`config.mk`:
```
export PLATFORM = sky130hd
export DESIGN_NAME = ppcr_queue
export DESIGN_NICKNAME = d
export VERILOG_FILES = /design/src/rtl/ppcr_pkg.sv /design/src/rtl/ppcr_queue.sv
export SDC_FILE = /design/constraint.sdc
export NUM_CORES = 1
export LEC_CHECK = 0
export ABC_AREA = 1
export BUFFER_PORTS_ARGS = -buffer_cell sky130_fd_sc_hd__buf_2
export CORE_AREA = 5 5 371 373
export CTS_CLUSTER_SIZE = 8
export DETAILED_ROUTE_END_ITERATION = 8
export DIE_AREA = 0 0 376 378
export SYNTH_ARGS = -nofsm -noshare
export SYNTH_HDL_FRONTEND = slang
export SYNTH_SLANG_ARGS = --single-unit
```
`constraint.sdc`:
```
create_clock -name clock -period 23.1 [get_ports clock]
set_input_delay 1.155 -clock clock [delete_from_list [all_inputs] [get_ports clock]]
set_output_delay 1.155 -clock clock [all_outputs]
set_load 0.02 [all_outputs]
```
`src/rtl/ppcr_pkg.sv`:
```
// ----------------------------------------------------------------------------
// ppcr_pkg
// Types, widths and helpers shared by the disc pair collision response block.
// ----------------------------------------------------------------------------
`default_nettype none

package ppcr_pkg;

   localparam int WORD_W     = 32;
   localparam int MASS_W     = 16;
   localparam int RAD_W      = 25;
   localparam int GAIN_W     = 17;
   localparam int GAIN_FRAC  = 16;
   localparam int UNIT_FRAC  = 28;
   localparam int MAG_W      = 26;   // |d| and radius sum when in contact
   localparam int SQ_W       = 52;   // |d|^2 when in contact
   localparam int ROOT_STEPS = 26;   // one root bit per stage
   localparam int WQ_STEPS   = 18;   // mass weight quotient bits
   localparam int UNIT_STEPS = 29;   // unit vector quotient bits
   localparam int DIV_STAGES = ROOT_STEPS + UNIT_STEPS;

   typedef enum logic [1:0] {
      ST_APART      = 2'd0,
      ST_RESOLVED   = 2'd1,
      ST_COINCIDENT = 2'd2
   } status_type;

   typedef struct packed {
      logic signed [WORD_W-1:0] first_pos_x;
      logic signed [WORD_W-1:0] first_pos_y;
      logic signed [WORD_W-1:0] first_vel_x;
      logic signed [WORD_W-1:0] first_vel_y;
      logic [MASS_W-1:0]        first_mass;
      logic [RAD_W-1:0]         first_radius;
      logic signed [WORD_W-1:0] second_pos_x;
      logic signed [WORD_W-1:0] second_pos_y;
      logic signed [WORD_W-1:0] second_vel_x;
      logic signed [WORD_W-1:0] second_vel_y;
      logic [MASS_W-1:0]        second_mass;
      logic [RAD_W-1:0]         second_radius;
   } req_type;

   typedef struct packed {
      logic signed [WORD_W-1:0] new_first_pos_x;
      logic signed [WORD_W-1:0] new_first_pos_y;
      logic signed [WORD_W-1:0] new_first_vel_x;
      logic signed [WORD_W-1:0] new_first_vel_y;
      logic signed [WORD_W-1:0] new_second_pos_x;
      logic signed [WORD_W-1:0] new_second_pos_y;
      logic signed [WORD_W-1:0] new_second_vel_x;
      logic signed [WORD_W-1:0] new_second_vel_y;
      logic [1:0]               contact_status;
   } rsp_type;

   // classified pair handed from front to back
   typedef struct packed {
      req_type          item;
      status_type       status;
      logic             dx_neg;
      logic             dy_neg;
      logic [MAG_W-1:0] adx;
      logic [MAG_W-1:0] ady;
      logic [MAG_W-1:0] rsum;
      logic [SQ_W-1:0]  d2;
   } fr_type;

   typedef struct packed {
      logic full;
      logic empty;
   } qstat_type;

   function automatic logic [WORD_W-1:0] sat32(input logic signed [47:0] v);
      logic [WORD_W-1:0] r;
      if (v > 48'sd2147483647) begin
         r = 32'h7FFF_FFFF;
      end else if (v < -48'sd2147483648) begin
         r = 32'h8000_0000;
      end else begin
         r = v[WORD_W-1:0];
      end
      return r;
   endfunction

endpackage

`default_nettype wire

```
`src/rtl/ppcr_queue.sv`:
```
// ----------------------------------------------------------------------------
// ppcr_queue
// Two-entry queue between the classifier and the response pipeline.
// ----------------------------------------------------------------------------
`default_nettype none

module ppcr_queue (
   input  wire logic           clock,
   input  wire logic           reset,
   input  wire logic           push,
   input  ppcr_pkg::fr_type    push_data,
   input  wire logic           pop,
   output ppcr_pkg::fr_type    head,
   output ppcr_pkg::qstat_type q_stat
);

   localparam int DEPTH = 2;

   ppcr_pkg::fr_type entry_ff [DEPTH];
   logic             wr_ptr_ff, rd_ptr_ff;
   logic [1:0]       count_ff;

   assign head         = entry_ff[rd_ptr_ff];
   assign q_stat.empty = (count_ff == 2'd0);
   assign q_stat.full  = (count_ff == 2'(DEPTH));

   always_ff @(posedge clock) begin
      if (reset) begin
         wr_ptr_ff <= 1'b0;
         rd_ptr_ff <= 1'b0;
         count_ff  <= 2'd0;
      end else begin
         if (push) begin
            wr_ptr_ff <= !wr_ptr_ff;
         end
         if (pop) begin
            rd_ptr_ff <= !rd_ptr_ff;
         end
         if (push && !pop) begin
            count_ff <= count_ff + 2'd1;
         end else if (pop && !push) begin
            count_ff <= count_ff - 2'd1;
         end
      end
   end

   always_ff @(posedge clock) begin
      if (push) begin
         entry_ff[wr_ptr_ff] <= push_data;
      end
   end

endmodule

`default_nettype wire

```
# [Yosys cells after proc, flatten, opt, wreduce, memory -nomap -nowiden]
# Memories as Yosys holds them, arrays and structs flattened. A register that Yosys moved wholly into a read port is not among the register bits.
# Index checks and enable logic that the tools add are counted.
[totals] output_inout_bits=474 memories=1 ff_bits=4 word_cells=21 latchBits=0 in_bits=476 rom_bits=0 ramBits=944
[memory_table] memory="entry_ff" depth=2 word_bits=472 rd=1 rd_ports_with_merged_regs=1 wr=1 line_no="ppcr_queue.sv:19" source="ppcr_pkg::fr_type entry_ff [DEPTH];"
[classes] bitwise=0 order_cmp=0 n_shift=0 muxes=6 addsub=2 div=0 multipliers=0 reduce_logical=8 n_eq_ne=1
[op_table] cell="1-bit logical NOT" n=4
[op_table] cell="1-bit two-way mux" n=4
[op_table] cell="2-bit two-way mux" n=2
[op_table] cell="2-bit by 1-bit adder with 2-bit output (second input constant)" n=1
[op_table] cell="2-bit == test (second input constant)" n=1
[op_table] cell="1-bit logical AND" n=2
[op_table] cell="2-bit logical NOT" n=1
[op_table] cell="2-bit nonzero test" n=1
[op_table] cell="2-bit by 1-bit subtractor with 2-bit output (second input constant)" n=1

# [Logic depth before layout (Yosys ltp)]
# Gate-level depths: netlist of the first run.
[depth] ltp_word=4 depth_mapped=8

# [Least setup slack after synthesis of the first run]
# No wires, ideal clock.
[synth_path] kind="input -> register" from="input port push" to="memory entry_ff[0][0] (netlist bit) (enable)" setup_slack_ps=869 arrival_time_ps=20899 required_ps=21769 setup_time_ps=1331 cell_stages=2 cell_sequence="inv_1 -> nor2_1"
[synth_via] elab_chain_len=2
[synth_rtl] item="start, declared" line_no="ppcr_queue.sv:10" source="input wire logic push,"
[synth_rtl] item="1-bit two-way mux" line_no="ppcr_queue.sv:48" source="if (push) begin"
[synth_rtl] item="1-bit two-way mux (not written as such)" line_no="ppcr_queue.sv:49" source="entry_ff[wr_ptr_ff] <= push_data;"
[synth_rtl] item="end, declared" line_no="ppcr_queue.sv:19"
# Every way passes these cells.

==> impl_metrics.tcl, run 1 <==
set metrics [dict create \
    die_width_um 376 \
    fin_nets 3037 \
    antenna_found_initial 65 \
    timing.final.ws_setup_ns 18.18 \
    grt_usage 0.136 \
    synthTopCellsByCount "edfxtp_1, mux2_2, mux2_4, buf_4, buf_2" \
    synth_top_area_share 0.819 \
    worstReg2RegEnd "entry_ff[1][226]$_DFFE_PP_" \
    ys.flop_type "edfxtp_1" \
    gp_congestion 0.778 \
    cts_sinks 949 \
    io_pins 950 \
    drt-met1-wl_mm 35.5 \
    cts_max_path_buffers 3 \
    vias 18322 \
    cts_setup_buffers 0 \
    ys_seq_area_frac 0.822 \
    max_stage_delay_ns 0.86 \
    start_util 0.258 \
    rsz0062_at_grt "no" \
    synth_top_cell_by_area "edfxtp_1" \
    p_per_area_nw_per_um2 95.6 \
    cap_violations 0 \
    path_clk_slew_ns 0.05 \
    wl_met3_mm 11.1 \
    synthTopCellsByArea "edfxtp_1, mux2_2, mux2_4" \
    grt_start_max_net_pins 134 \
    cp.buffers_inverters 3 \
    combPwrFrac 0.113 \
    portBuffers 949 \
    netlist_instances 1502 \
    gr-total-overflow 0 \
    swShare 0.239 \
    synthToLayoutAreaGrowth_pct 30.8 \
    ir_drop_v 0.0000605 \
    maxSlewViolCount 0 \
    crit_top_cell "buf_4" \
    reg2reg_from "wr_ptr_ff$_SDFFE_PP0P_" \
    switchingPower_uw 1040 \
    p_seq_frac 0.468 \
    ff_latch_area_sq_um 28500 \
    max_slew_margin 0.233 \
    die_area_sq_um 142000 \
    drt_iter0_drc 901 \
    critPathArrivalTime_ns 3.77 \
    holdBufCountCts 0 \
    fin_setup_tns_ns 0 \
    max_freq_ghz 0.203 \
    dr_wl_met2_mm 51.6 \
    drive_above_1_share 0.617 \
    status "completed" \
    critical_path_class "flip-flop to primary output" \
    endpoint_kind "primary output" \
    crit_required_ns 21.95 \
    drt-vias-per-instance 4.17 \
    cts_tree "yes" \
    crit_cells 4 \
    finalCritPeriodShare 0.213 \
    grt_pass1_wl_mm 138 \
    worstMarginPinSlew_ns 1.15 \
    fin_crit_ns 4.92 \
    pre_cts_ws_ns 17.38 \
    core_area_sq_um 134000 \
    multi_input_area_sq_um 5720 \
    nFillCells 12966 \
    rows 135 \
    critPathLaunchType "flip-flop" \
    utilization 0.337 \
    avgSynthCellArea_sq_um 23.0 \
    internal_power_uw 3290 \
    clockRootBuffer "clkbuf_16" \
    p_clk_frac 0.419 \
    synth_cell_types 17 \
    grt_pass1_vias 19371 \
    ff2ff_path_depth 6 \
    ant_nets 0 \
    yosys_warnings 0 \
    finalSetupViolations 0 \
    hp-class "flip-flop to flip-flop" \
    synth_nets 1979 \
    r2r_setup_slack_ns 18.46 \
    async_reset_ff_frac 0 \
    drc 0 \
    endpoint "head[252]" \
    post-dp-hpwl_mm 74.3 \
    path_cells "buf_4 > buf_4 > mux2_2 > buf_2" \
    drtPass1Iterations 4 \
    cts-buffers-inserted 139 \
    synth-seq-cells 949 \
    p_leak_uw 0.0168 \
    netlist_area_sq_um 34600 \
    cp_max_fo 65 \
    synth-edff-count 944 \
    wl_mm 102 \
    cts_resized 0 \
    yosysMostFrequentCell "edfxtp_1" \
    clock_latency_ns 0.73 \
    cts.htree.levels 4 \
    die_h_um 378 \
    finClkSkew_ns 0.0204 \
    cp_top_family "buffers and inverters" \
    hold_violations 0 \
    routed.top_layer "met5" \
    wl_per_cell_um 23.1 \
    cpMaxStageDelayCell "dfxtp_4" \
]
==> sequential cells by signal, indices dropped and copies added (netlist names), named ones only <==
name       flops
count_ff       2
entry_ff     944
rd_ptr_ff      1
wr_ptr_ff      1
==> tightest hold or removal path: stages, from the launching register on <==
cell,delay [ns]
dfxtp_1,0.32
xnor2_1,0.09
nor2_1,0.08
==> routing by layer <==
| metal | track usage | vias to the layer above |
|---|---|---|
| met2 | 0.238 | 870 |
| met4 | 0.0482 | 12 |
| met1 | 0.141 | 9076 |
| met3 | 0.0674 | 250 |
| met5 | 0 | - |
| li1 | - | 8114 |
==> cells in the final DEF (no fill, tap or decap), drive strengths merged <==
master | synthesis | routed
diode | 0 | 13
nand4 | 1 | 1
mux2 | 472 | 472
xnor2 | 1 | 1
nand2 | 5 | 5
nand3 | 1 | 1
edfxtp | 944 | 944
clkbuf | 0 | 159
nor2 | 7 | 7
dfxtp | 5 | 5
a21oi | 1 | 1
buf | 53 | 970
o21ai | 1 | 1
clkinvlp | 0 | 2
ha | 1 | 1
clkinv | 0 | 12
nor3 | 1 | 1
inv | 9 | 13
==> how the worst min path moves through the flow <==
stage / startpoint / end / slack, ns / depth (start not counted)
after floorplan: rd_ptr_ff$_SDFFE_PP0P_ / flip-flop / 0.48 / 2
after global placement: rd_ptr_ff$_SDFFE_PP0P_ / rd_ptr_ff$_SDFFE_PP0P_ / 0.50 / 2
after detailed placement: rd_ptr_ff$_SDFFE_PP0P_ / flip-flop / 0.50 / 2
after CTS: push_data[88] / entry_ff[0][88]$_DFFE_PP_ / 0.49 / 1
after global routing: push_data[179] / entry_ff[0][179]$_DFFE_PP_ / 0.53 / 1
final: rd_ptr_ff$_SDFFE_PP0P_ / flip-flop / 0.52 / 2
==> logic make-up after synthesis <==
group,share of synthesized area
AO/OA/AOI/OAI,0.000289
multiplexers,0.162
AND/OR/NAND/NOR,0.00177
buffers and inverters,0.0126
adder cells (fa/ha/maj),0.000362
XOR/XNOR,0.000253
flip-flops,0.822
==> cell type report <==
cell class,count,area share
Antenna cell,13,0.000719
Clock buffer,159,0.0804
Clock inverter,18,0.00495
Inverter,9,0.000912
Multi-Input combinational cell,491,0.126
Sequential cell,949,0.629
Tap cell,1781,0.0492
Timing Repair Buffer,970,0.109
==> per-stage QoR <==
step | instance area (sq um) | total power (uW) | hold WS, ns | cells
5_1_grt | 45200 | 4500 | 0.532 | 4384
6_report | 45300 | 4330 | 0.518 | 4390
4_1_cts | 45200 | 4410 | 0.491 | 4377
3_3_place_gp | 41400 | 2550 | 0.497 | 4200
2_1_floorplan | 34600 | 2400 | 0.480 | 1502
3_5_place_dp | 41400 | 2560 | 0.503 | 4200
==> power groups by stage <==
stage | combinational (uW) | clock, uW | sequential (uW)
after floorplan | 298 | 0 | 2100
after global placement | 499 | 0 | 2050
after detailed placement | 501 | 0 | 2060
after CTS | 503 | 1880 | 2030
after global routing | 523 | 1950 | 2030
final | 490 | 1810 | 2020
Note: power is estimated with default switching activity, not from simulation.
==> run 2: changes to the inputs <==
Settings changed: CORE_AREA 5 5 371 373 to 5 5 364 366, DIE_AREA 0 0 376 378 to 0 0 369 371.
Clock period 23.1 ns to 4.6 ns, I/O delays scaled along.
==> run 2 against run 1 <==
  * Register-to-register slack got worse by 16 ns
  * Worst setup slack got worse by 17 ns
  * Power rose to 5.1 times the previous value
  * Sequential power rose to 5.0 times the previous value
  * Global-route usage rose by 0.11 points
==> impl_metrics.tcl, run 2 (synthesized netlist as in run 1, its figures left out) <==
set metrics [dict create \
    status "completed" \
    drt-vias-per-instance 4.21 \
    crit_required_ns 4.37 \
    final_common_cell "buf_2" \
    start_util 0.269 \
    finClkSkew_ns 0.0282 \
    endpoint_kind "primary output" \
    cp_max_fo 67 \
    critPathLaunchType "flip-flop" \
    rsz0062_at_grt "no" \
    die_h_um 371 \
    multi_input_area_sq_um 5720 \
    antenna_found_initial 37 \
    cts_sinks 949 \
    cts_tree "yes" \
    ir_drop_v 0.000319 \
    hp-start "push_data[53]" \
    fin_crit_ns 3.06 \
    max_slew_margin 0.358 \
    hold_violations 0 \
    p_leak_uw 0.0188 \
    worstMarginPinSlew_ns 0.963 \
    grt_pass1_vias 21814 \
    p_per_area_nw_per_um2 442 \
    use_met1 0.146 \
    grt_start_max_net_pins 135 \
    reg2reg_from "wr_ptr_ff$_SDFFE_PP0P_" \
    gp_congestion 0.818 \
    grtUsageMet2 0.243 \
    fin_nets 3516 \
    finalInstanceArea_sq_um 50100 \
    gr-total-overflow 0 \
    finalSetupViolations 0 \
    largest_register "entry_ff" \
    grtUsageMet3 0.0549 \
    drt_iter0_drc 1116 \
    largest_reg_flops 944 \
    post-dp-hpwl_mm 67.7 \
    finalCritPeriodShare 0.666 \
    cp_top_family "flip-flops" \
    top_usage_layer "met2" \
    cts.htree.levels 4 \
    placed_cells 4098 \
    critical_path_class "flip-flop to primary output" \
    wl_mm 98.4 \
    path_clk_slew_ns 0.06 \
    drive_above_1_share 0.524 \
    die_area_sq_um 137000 \
    dpl_cell_area_sq_um 41400 \
    portBuffers 949 \
    wl_per_cell_um 20.6 \
    drtPass1Iterations 5 \
    rows 132 \
    layout_common_cells "buf_2, edfxtp_1, dlygate4sd3_1" \
    path_cells "buf_12 > mux2_2 > buf_2" \
    die_width_um 369 \
    cap_violations 0 \
    drc 0 \
    max_freq_ghz 0.327 \
    ff_latch_area_sq_um 28500 \
    cp.buffers_inverters 2 \
    layout.cells.non_filler 4766 \
    largest_registers "entry_ff (944), count_ff (2)" \
    core_area_sq_um 129000 \
    max_stage_delay_ns 0.95 \
    cts_max_path_buffers 3 \
    vias 20065 \
    clock_latency_ns 0.72 \
    critPathArrivalTime_ns 2.83 \
    cpMaxStageDelayCell "dfxtp_4" \
    io_pins 950 \
    hp-class "primary input to flip-flop" \
    synthToLayoutAreaGrowth_pct 45.0 \
    ant_nets 0 \
    cts-buffers-inserted 138 \
    grt_usage 0.137 \
    grt_pass1_wl_mm 139 \
    maxSlewViolCount 0 \
    clockRootBuffer "clkbuf_16" \
    nFillCells 11726 \
]
-- run 2: final timing paths --
| kind | end | slack (ns) | depth (start not counted) |
|---|---|---|---|
| worst max-delay path | head[366] | 1.54 | 3 |
| worst min-delay path | entry_ff[0][53]$_DFFE_PP_ | 0.24 | 2 |
| worst max register to register | entry_ff[1][347]$_DFFE_PP_ | 2.59 | 4 |
| worst min register to register | count_ff[0]$_SDFFE_PP0P_ | 0.52 | 2 |
-- run 2: what timing repair did --
item / in CTS / in global routing
hold buffers: 476 / 0
endpoints found under the hold margin: 949 / 0
resized for setup: 0 / 0
buffers inserted: 0 / 0
-- run 2: cell type report --
class	instances	area share
antenna	25	0.00125
clock buffer	152	0.0720
clock inverter	15	0.00549
inverter	9	0.000749
multi-input combinational	491	0.114
sequential	949	0.567
tap	1675	0.0418
timing repair buffer	1450	0.197
-- run 2: per-layer routing --
metal	part of all wire	routed length [um]
met1	0.36	35500
met2	0.52	51100
met3	0.090	8890
met4	0.030	2930
met5	0.00033	32
-- run 2: report_power, final --
part	internal [uW]	switching [uW]	total, uW
combinational	1210	1570	2780
clock	5680	3550	9230
sequential	10100	115	10200
total	16900	5230	22200
-- run 2: metrics by stage --
stage	util	setup TNS [ns]	hold WS [ns]	power (uW)	setup slack, ns
final	0.389	0	0.236	22200	1.54
after global routing	0.389	0	0.180	23100	1.35
after CTS	0.389	0	0.150	22500	1.37
after detailed placement	0.322	0	0.421	12800	2.18
after global placement	0.322	0	0.417	12800	2.21
after floorplan	-	-3023.01	0.302	11900	-3.30
==> run 3: changes to the inputs <==
Settings changed: CORE_AREA 5 5 364 366 to 5 5 371 373, DIE_AREA 0 0 369 371 to 0 0 376 378.
Clock period 4.6 ns to 2.8 ns, I/O delays scaled along.
==> run 3 against run 2 <==
  * Non-clock buffer count is 30 higher
  * Clock skew hardly changed
  * Combinational power is 70% higher
  * Hold slack worse by 0.11 ns
  * Clock power is 63% higher
  * Power is 64% higher
  * Final cell count is 2.7% higher
  * Critical path depth is 1 higher
  * Critical endpoint is now head[13]
  * Largest power group unchanged
  * Highest routed layer unchanged
==> impl_metrics.tcl, run 3 (synthesized netlist as in run 1, its figures left out) <==
set metrics [dict create \
    status "completed" \
    fin_crit_ns 2.57 \
    maxSlewViolCount 0 \
    wl_mm 105 \
    cap_violations 0 \
    finalCritPeriodShare 0.917 \
    fin_nets 3546 \
    nFillCells 12492 \
    path_clk_slew_ns 0.05 \
    start_util 0.258 \
    final_common_cell "buf_2" \
    layout.cells.non_filler 4897 \
    die_area_sq_um 142000 \
    rows 135 \
    synthToLayoutAreaGrowth_pct 46.2 \
    portBuffers 949 \
    dr_wl_met2_mm 53.1 \
    holdBufCountCts 476 \
    layout_common_cells "buf_2, edfxtp_1, dlygate4sd3_1" \
    ant_nets 0 \
    fin_setup_tns_ns 0 \
    critPathLaunchType "flip-flop" \
    die_width_um 376 \
    finalSetupViolations 0 \
    cts_resized 0 \
    worstMarginPinSlew_ns 0.637 \
    gr-total-overflow 0 \
    cts-buffers-inserted 138 \
    clockRootBuffer "clkbuf_16" \
    io_pins 950 \
    drc 0 \
    drt_iter0_drc 1130 \
    cts.htree.levels 4 \
    endpoint_kind "primary output" \
    hold_violations 0 \
    routed.top_layer "met5" \
    cts_sinks 949 \
    drive_above_1_share 0.529 \
    cts_max_path_buffers 3 \
    max_slew_margin 0.575 \
    p_leak_uw 0.0190 \
    wl_met3_mm 9.57 \
    cts_setup_buffers 0 \
    core_area_sq_um 134000 \
    drtPass1Iterations 4 \
    finClkSkew_ns 0.0283 \
    critPathArrivalTime_ns 2.43 \
    post-dp-hpwl_mm 75.5 \
    critical_path_class "flip-flop to primary output" \
    die_h_um 378 \
    wl_per_cell_um 21.4 \
    drt-met1-wl_mm 39.2 \
    largest_reg_flops 944 \
    hp-class "primary input to flip-flop" \
    ir_drop_v 0.000540 \
    rsz0062_at_grt "no" \
    cp_max_fo 53 \
    p_per_area_nw_per_um2 721 \
    grt_usage 0.141 \
    gp_congestion 0.792 \
    clock_latency_ns 0.72 \
    grt_start_max_net_pins 95 \
    cts_tree "yes" \
    grt_pass1_wl_mm 146 \
    antenna_found_initial 41 \
    grt_pass1_vias 21860 \
    vias 20264 \
    crit_required_ns 2.66 \
    largest_registers "entry_ff (944), count_ff (2)" \
    largest_register "entry_ff" \
    placed_cells 4234 \
    drt-vias-per-instance 4.14 \
    max_freq_ghz 0.390 \
]
-- run 3: cell count changes in the layout (fill, tap and decap cells not counted), sizes merged --
cell	change
diode	-5
buf	+30
bufinv	-2
inv	-5
clkinv	+14
clkbuf	-7
-- run 3: final cells by class --
type                            count  area (sq um)  share of cell area
Antenna cell                       20          50.0            0.000990
Sequential cell                   949         28500               0.563
Inverter                            9          37.5            0.000742
Tap cell                         1781          2230              0.0441
Clock buffer                      145          3480              0.0688
Multi-Input combinational cell    491          5720               0.113
Timing Repair Buffer             1480         10200               0.201
Clock inverter                     22           440             0.00871
-- run 3: routing by layer --
metal	vias to the layer above	GRT usage
met5	-	0
met4	10	0.0485
met3	191	0.0563
met2	814	0.244
met1	10117	0.158
li1	9132	-
-- run 3: power by group --
group / internal (uW) / total (uW) / switching [uW]
logic: 2040 / 4730 / 2690
registers: 16500 / 16700 / 165
clock network: 8970 / 15000 / 6060
total: 27500 / 36400 / 8910
-- run 3: worst paths after layout --
path         slack, ns  cells past startpoint              startpoint                          to
min               0.13                      2          push_data[138]  entry_ff[1][138]$_DFFE_PP_
max               0.23                      4               flip-flop                    head[13]
max reg2reg       0.81                      6  wr_ptr_ff$_SDFFE_PP0P_      wr_ptr_ff$_SDFFE_PP0P_
min reg2reg       0.52                      2  rd_ptr_ff$_SDFFE_PP0P_      rd_ptr_ff$_SDFFE_PP0P_
-- run 3: through the flow --
step	area, sq um	hold slack (ns)	setup slack (ns)	util	total power [uW]
6_report	50600	0.130	0.233	0.377	36400
5_1_grt	50500	0.0697	0.109	0.376	37900
4_1_cts	50500	0.0362	0.130	0.376	37000
3_5_place_dp	41800	0.331	0.970	0.311	21100
3_3_place_gp	41800	0.328	0.970	0.311	21100
2_1_floorplan	34600	0.212	-5.10	-	19500
-- run 3: critical path: stages, from the launching register on --
cell and delay (ns):
dfxtp_4 0.38, buf_12 0.23, buf_12 0.34, mux2_2 0.38, buf_2 0.17
